File: src/design/snpdec_ram.sv
// Generic single-clock RAM: one write port, one registered read port.
// Read during write to the same address returns the old contents.
module snpdec_ram #(
  parameter int unsigned WIDTH = 8,
  parameter int unsigned DEPTH = 64
) (
  input  logic                     clk_i,
  input  logic                     we_i,
  input  logic [$clog2(DEPTH)-1:0] waddr_i,
  input  logic [WIDTH-1:0]         wdata_i,
  input  logic [$clog2(DEPTH)-1:0] raddr_i,
  output logic [WIDTH-1:0]         rdata_o
);

  logic [WIDTH-1:0] mem [DEPTH];

  always_ff @(posedge clk_i) begin
    if (we_i) begin
      mem[waddr_i] <= wdata_i;
    end
    rdata_o <= mem[raddr_i];
  end

endmodule

File: config.mk
export PLATFORM = sky130hd
export DESIGN_NAME = snpdec_ram
export DESIGN_NICKNAME = d
export VERILOG_FILES = /design/src/design/snpdec_ram.sv
export SDC_FILE = /design/constraint.sdc
export NUM_CORES = 1
export LEC_CHECK = 0
export BUFFER_PORTS_ARGS = -buffer_cell sky130_fd_sc_hd__buf_2
export CAP_MARGIN = 20
export CORE_UTILIZATION = 55
export DETAILED_ROUTE_END_ITERATION = 10
export PLACE_DENSITY = 0.71
export SLEW_MARGIN = 10
export SYNTH_ARGS = -nofsm -noshare
export SYNTH_HDL_FRONTEND = slang
export SYNTH_SLANG_ARGS = --single-unit
File: constraint.sdc
create_clock -name clk_i -period 4.2 [get_ports clk_i]
set_input_delay 0.42 -clock clk_i [delete_from_list [all_inputs] [get_ports clk_i]]
set_output_delay 0.42 -clock clk_i [all_outputs]
set_load 0.005 [all_outputs]
==> summary.txt, run 1 <==
Status
  – Status: finished clean

Place
  – RD Place Congestion: 0.846
  – Post-detailed-placement half-perimeter wirelength: 25.0 mm
  – Count of port buffers added during placement: 29
  – Number of instances in the placed design: 1393

Timing
  – Unrepaired setup endpoints after global routing: false
  – Worst hold slack across all endpoints: 0.278 ns
  – Worst Max-Slew Pin Slew: 1.07 ns
  – Clock skew after layout: 0.0186 ns
  – Maximum clock frequency: 448 MHz
  – Number of endpoints with negative hold slack in the final report: 0
  – Period Utilization, post-route: 0.531
  – Setup violators final: 0
  – Minimum period implied by the final worst setup slack: 2.23 ns
  – Relative slew slack: 0.268
  – Setup tns final: 0 ns
  – Max Transition Viols Final: 0

Clock network
  – Number of hold buffers added after cts: 0
  – TritonCTS buffer count: 49
  – Number of clock sinks seen by CTS: 520
  – Clock tree root driver cell: clkbuf_16
  – Clock tree from TritonCTS: built
  – Insertion delay of the later-clocked pin in the worst-skew pair: 0.56 ns
  – Number of setup buffers added after CTS: 0
  – Clock-pin transition on the worst setup and hold timing paths: 0.07 ns
  – Buffer depth of the longest clock path: 3
  – Number of levels the H-tree was split into: 2
  – Number of resized instances in the post-cts repair step: 0

Worst setup path
  – Arrival time at the worst endpoint: around 2.6 ns
  – Endpoint of the worst register-to-register path: rdata_o[3]
  – Register-to-Register Setup Slack: between 1.5 and 2 ns
  – Beginning of the worst register-to-register path: mem[2][3]
  – Capturing element type of the critical path: register
  – Logic depth of the worst register-to-register path: 4
  – CP Class: reg -> reg
  – Top fanout value on the critical path: 1
  – Required time of the worst setup path: 4.60 ns
  – Type of element launching the critical path: register
  – Worst Setup SP: mem[2][3]
  – Capture point of the critical path: rdata_o[3]

GRT
  – Tot GR Track Use: 0.233
  – Maximum number of pins on one net before global-route repair: 65
  – First-pass GRT wire length: between 60 and 70 mm
  – Initial antenna violation count: 2
  – Via count of the first global-routing pass: approximately 9600
  – Residual overflow from global routing: 0

Drt
  – Met2 Routed Length: 20.1 mm
  – Post-Route M1 WL: 17.8 mm
  – Wire length on met3: 3.13 mm
  – Topmost layer with routed signal wires: met5
  – Detailed Routing Iterations Pass 1: 6
  – DRC violation count after routing: 0
  – Number of DRC markers in iteration 0: approximately 1100
  – Ratio of routed vias to standard cells: 6.41
  – Vias: 9508
  – Total Routed Length: 42.3 mm
  – Detail-routed net length per standard cell: 28.5 um
  – Count of nets left with antenna violations after detail routing: 0

Logic synthesis
  – Flops & latches, synth: 520
  – Async set-or-reset flop fraction in the synthesized netlist: 0
  – Mean instance size in the synthesized netlist: 21.5 um2
  – Commonest register cell after synthesis: edfxtp_1
  – Sequential element share of the synthesized area: 0.770
  – Fraction of post-synthesis cell area in the top cell type by area: 0.762
  – Leading post-synthesis cells by instance count: 512 x edfxtp_1, 126 x mux4_2, 83 x nor2_1, 23 x mux2i_1, 19 x nand2_1
  – Post-synth top area cell: edfxtp_1
  – Most numerous cell in the Yosys netlist: edfxtp_1
  – Net count of the mapped netlist: 962
  – Netlist Area Pre-Place: 20200 um2
  – Post-Synthesis Cells: 940
  – Number of synthesis warnings: 0
  – Number of flops mapped to enable cells by yosys: just over 500
  – Synth area leaders: edfxtp_1 76%, mux4_2 14%, nor2_1 1.5%, mux2i_1 1.1%, dfxtp_1 0.79%
  – Post-synth cell types: 40

Finish
  – Final nets: 1011
  – Final Util: 0.627
  – Fraction of layout instances using a drive strength above 1: 0.253
  – Filler-free cell count of the finished design: 1484
  – Layout area overhead: 11.3%
  – Diodes inserted: 0

Worst hold path
  – Path category of the worst min-delay check: in -> reg

Power and ir drop
  – Power after layout: 10.7 mW
  – Areal power density over the cells: ~480 nW/um2
  – IR drop worst, VDD: 351 uV
  – Lkg Pwr: 6.99 nW

Floorplan
  – Row count: 69
  – Core region area: 35800 um2
  – Die span in y: 193 um
  – Horizontal extent of the die: approximately 190 um
  – Top Ports: 30
  – Die area: around 37000 um2
  – Initial cell density of the core: 0.563

Job
  – Max capacitance violation total: 0
through the flow:
step	worst slack [ns]	area, um2
global placement	1.29	20700
detailed placement	1.33	20700
floorplan	2.11	20200
finish	1.97	22500
global route	1.87	22500
CTS	1.92	22300
power breakdown:
group / leakage [nW] / switching, mW / total, mW / internal (mW)
Combinational: 1.54 / 0.318 / 0.524 / 0.206
Clock: 0.775 / 1.80 / 4.41 / 2.61
Sequential: 4.67 / 0.0168 / 5.76 / 5.74
Total: 6.99 / 2.14 / 10.7 / 8.55
cell type report:
cell class,count,area (um2)
multi-input cells,369,4320
repair buffers,49,432
well taps,461,577
fillers,2320,13400
clock inverters,27,305
flip-flops and latches,520,15500
clock buffers,58,1290
flip-flops by register name, summed over array words and instances, names as in the netlist:
signal   count
mem        512
rdata_o      8
routing by layer:
layer,up-vias,track usage
met5,-,0
met2,400,0.358
met3,80,0.0432
li1,4012,-
met4,4,0.0723
met1,5012,0.345
cell usage in the layout (no fill, tap or decap), drive strengths merged, types with 3 or more instances in the layout:
cell,netlist,routed
a211oi,4,4
a21oi,3,3
a221oi,6,6
a22oi,3,3
buf,34,48
bufinv,0,7
clkbuf,17,59
clkinv,0,17
clkinvlp,0,3
dfxtp,8,8
edfxtp,512,512
mux2,13,13
mux2i,23,23
mux4,126,126
nand2,19,19
nand2b,7,7
nand3,13,13
nand3b,3,3
nor2,83,83
nor2b,14,14
nor3,7,7
o2111ai,3,3
o21ai,4,4
o221ai,8,8
o22ai,8,8
o2bb2ai,3,3
cells by family after synthesis:
| family | synth area share |
|---|---|
| AOI/OAI and AO/OA | 0.0207 |
| buffers and inverters | 0.0157 |
| DFF | 0.770 |
| muxes | 0.159 |
| and+or+nand+nor | 0.0339 |
worst min path at each step:
stage	from	endpoint	cells after the start	slack (ns)
2_1_floorplan	wdata_i[0]	mem[0][0]	0	0.52
3_3_place_gp	mem[30][4]	rdata_o[4]	3	0.82
3_5_place_dp	mem[31][4]	rdata_o[4]	3	0.83
4_1_cts	raddr_i[5]	rdata_o[1]	3	0.25
5_1_grt	wdata_i[7]	mem[35][7]	1	0.27
6_report	raddr_i[5]	rdata_o[1]	3	0.28
worst max-delay path: stages (launching register included):
cell and delay [ns]:
edfxtp_1 0.37, mux4_2 0.46, nor2b_1 0.15, a2111oi_0 0.96
o41ai_1 0.14
(Power assumes the default switching activity.)
==> inputs of run 2 (changes only) <==
- PLACE_DENSITY: 0.71 -> 0.74
- clock period: 4.2 -> 1.9 ns (I/O delays scaled with it)
==> run 2 against run 1 <==
Design area is 5.6% higher. Global-route usage rose by 1.8 points. Via count up 6.3%. Combinational power grew to 2.6 times the previous value. Register-to-register slack worse by 2.1 ns. Power grew 120%. Fmax is 11% higher. The flow now finishes with violations (design-rule violations, negative setup slack). Clock power grew 120%. Critical path depth increased by 1. Largest power group unchanged.
==> summary.txt, run 2 (synthesized netlist as in run 1, its figures left out) <==
Finish
  – Footprint of the multi-input gates: 4410 um2
  – Commonest non-fill, non-tap cell in the layout: edfxtp_1
  – Number of flip-flops under the largest register name: 512
  – Top library cells by usage in the layout, fill and taps aside: 512 x edfxtp_1, 140 x buf_4, 126 x mux4_2, 81 x nor2_1, 51 x clkbuf_16
  – Layout area overhead: 17.5%
  – Fraction of layout instances using a drive strength above 1: 0.350
  – Biggest regs: mem (512), rdata_o (8)
  – Register area: 15500 um2
  – Final nets: 1151
  – Post-route cell area: approximately 24000 um2
  – Count of fill cells added during filler insertion: around 2200
  – Largest register by flop count: mem

GRT
  – First-pass GRT wire length: 67.5 mm
  – Initial antenna violation count: 4
  – Tot GR Track Use: 0.251
  – Met3 Resource Use GR: 0.0459
  – Global routing usage on met1: 0.347
  – Maximum number of pins on one net before global-route repair: 65
  – Via count of the first global-routing pass: roughly 10000
  – Fraction of met2 tracks used by global routing: 0.406
  – GRT busiest layer: met2
  – Residual overflow from global routing: 0

Drt
  – Detailed Routing Iterations Pass 1: 8
  – Ratio of routed vias to standard cells: just over 6
  – Total Routed Length: ~46 mm
  – DRC violation count after routing: 9
  – Count of nets left with antenna violations after detail routing: 0
  – Number of DRC markers in iteration 0: 1205
  – Vias: 10110
  – Detail-routed net length per standard cell: 27.9 um

Timing
  – Clock skew after layout: between 0.01 and 0.015 ns
  – Maximum clock frequency: ~500 MHz
  – Worst Max-Slew Pin Slew: 0.774 ns
  – Setup violators final: 1
  – Number of endpoints with negative hold slack in the final report: 0
  – Relative slew slack: 0.484
  – Minimum period implied by the final worst setup slack: 2.00 ns
  – Period Utilization, post-route: 1.05
  – Worst hold slack across all endpoints: 0.0669 ns
  – Max Transition Viols Final: 0
  – Min setup slack post-route: -0.103 ns
  – Unrepaired setup endpoints after global routing: true

Clock network
  – Number of hold buffers added after cts: 0
  – Insertion delay of the later-clocked pin in the worst-skew pair: 0.59 ns
  – Number of levels the H-tree was split into: 2
  – Number of clock sinks seen by CTS: 520
  – Buffer depth of the longest clock path: 3
  – Clock-pin transition on the worst setup and hold timing paths: 0.06 ns
  – Clock tree from TritonCTS: built
  – TritonCTS buffer count: 51
  – Clock tree root driver cell: clkbuf_16

Worst hold path
  – Path category of the worst min-delay check: in -> reg

Power and ir drop
  – IR drop worst, VDD: 743 uV
  – Flop pwr share: 0.539
  – Clock power frac: 0.404
  – Combinational Power Share: 0.058
  – Net switching fraction of the power: 0.207
  – Lkg Pwr: 7.76 nW
  – Areal power density over the cells: ~1000 nW/um2
  – Design internal power: 18.8 mW
  – Switching power summed over all nets: 4.89 mW

Status
  – Status: finished, violations left
  – Violations in the final reports: design-rule violations, negative setup slack

Place
  – Post-detailed-placement half-perimeter wirelength: 29.4 mm
  – Count of port buffers added during placement: 29
  – Placed standard-cell area: 22000 um2
  – RD Place Congestion: between 0.8 and 0.9

Floorplan
  – Row count: 69
  – Die area: 37400 um2
  – Core region area: 35800 um2
  – Die span in y: ~190 um
  – Top Ports: 30
  – Horizontal extent of the die: roughly 190 um
  – Initial cell density of the core: 0.563

Worst setup path
  – Register-to-Register Setup Slack: -0.10 ns
  – CP Class: reg -> reg
  – Type of element launching the critical path: register
  – Required time of the worst setup path: approximately 2.3 ns
  – Top fanout value on the critical path: 1
  – Capturing element type of the critical path: register
  – Arrival time at the worst endpoint: 2.44 ns

Job
  – Max capacitance violation total: 0
[run 2: final timing paths]
path | start | end | depth (start not counted)
hold reg to reg | mem[18][0] | rdata_o[0] | 4
hold / removal | wdata_i[5] | mem[13][5] | 1
setup reg to reg | mem[29][4] | rdata_o[4] | 5
setup / recovery | mem[29][4] | rdata_o[4] | 5
[run 2: per-stage QoR]
step	total power, mW	utilization	std cells	setup WS, ns	setup TNS, ns
6_report	23.6	0.662	1635	-0.103	-0.103
5_1_grt	24.2	0.661	1631	-0.127	-0.190
4_1_cts	23.8	0.661	1631	-0.0493	-0.0493
3_5_place_dp	14.3	0.615	1537	-0.534	-3.17
3_3_place_gp	14.3	0.614	1536	-0.515	-2.95
2_1_floorplan	13.6	-	940	0.0423	0
[run 2: cell type report]
type | count | area share
Timing Repair Buffer | 187 | 0.0673
Sequential cell | 520 | 0.655
Clock buffer | 69 | 0.0580
Clock inverter | 25 | 0.00839
Multi-Input combinational cell | 369 | 0.186
Tap cell | 461 | 0.0243
Antenna cell | 4 | 0.000422
[run 2: worst max-delay path, cell delays in order, from the launching register on]
cell	delay, ns
edfxtp_1	0.37
mux4_2	0.50
mux2_4	0.29
o221a_4	0.28
nor3_4	0.29
o32ai_2	0.14
[run 2: power groups by stage]
stage          clock network [mW]  registers (mW)  logic (mW)
5_1_grt                      10.1            12.7        1.44
3_5_place_dp                    0            13.0        1.33
4_1_cts                      9.69            12.7        1.36
3_3_place_gp                    0            13.0        1.29
6_report                     9.54            12.7        1.37
2_1_floorplan                   0            13.0       0.677
[run 2: repair_timing]
action / 4_1_cts / 5_1_grt
endpoints found under the setup margin: 6 / 6
pin swaps: 4 / 0
setup buffers: 0 / 0
gates resized for setup: 14 / 6
[run 2: per-layer routing]
metal	vias to the layer above	wire length [um]
met2	478	22500
met4	2	1300
met1	5230	18000
met3	85	3770
li1	4315	-
met5	-	13
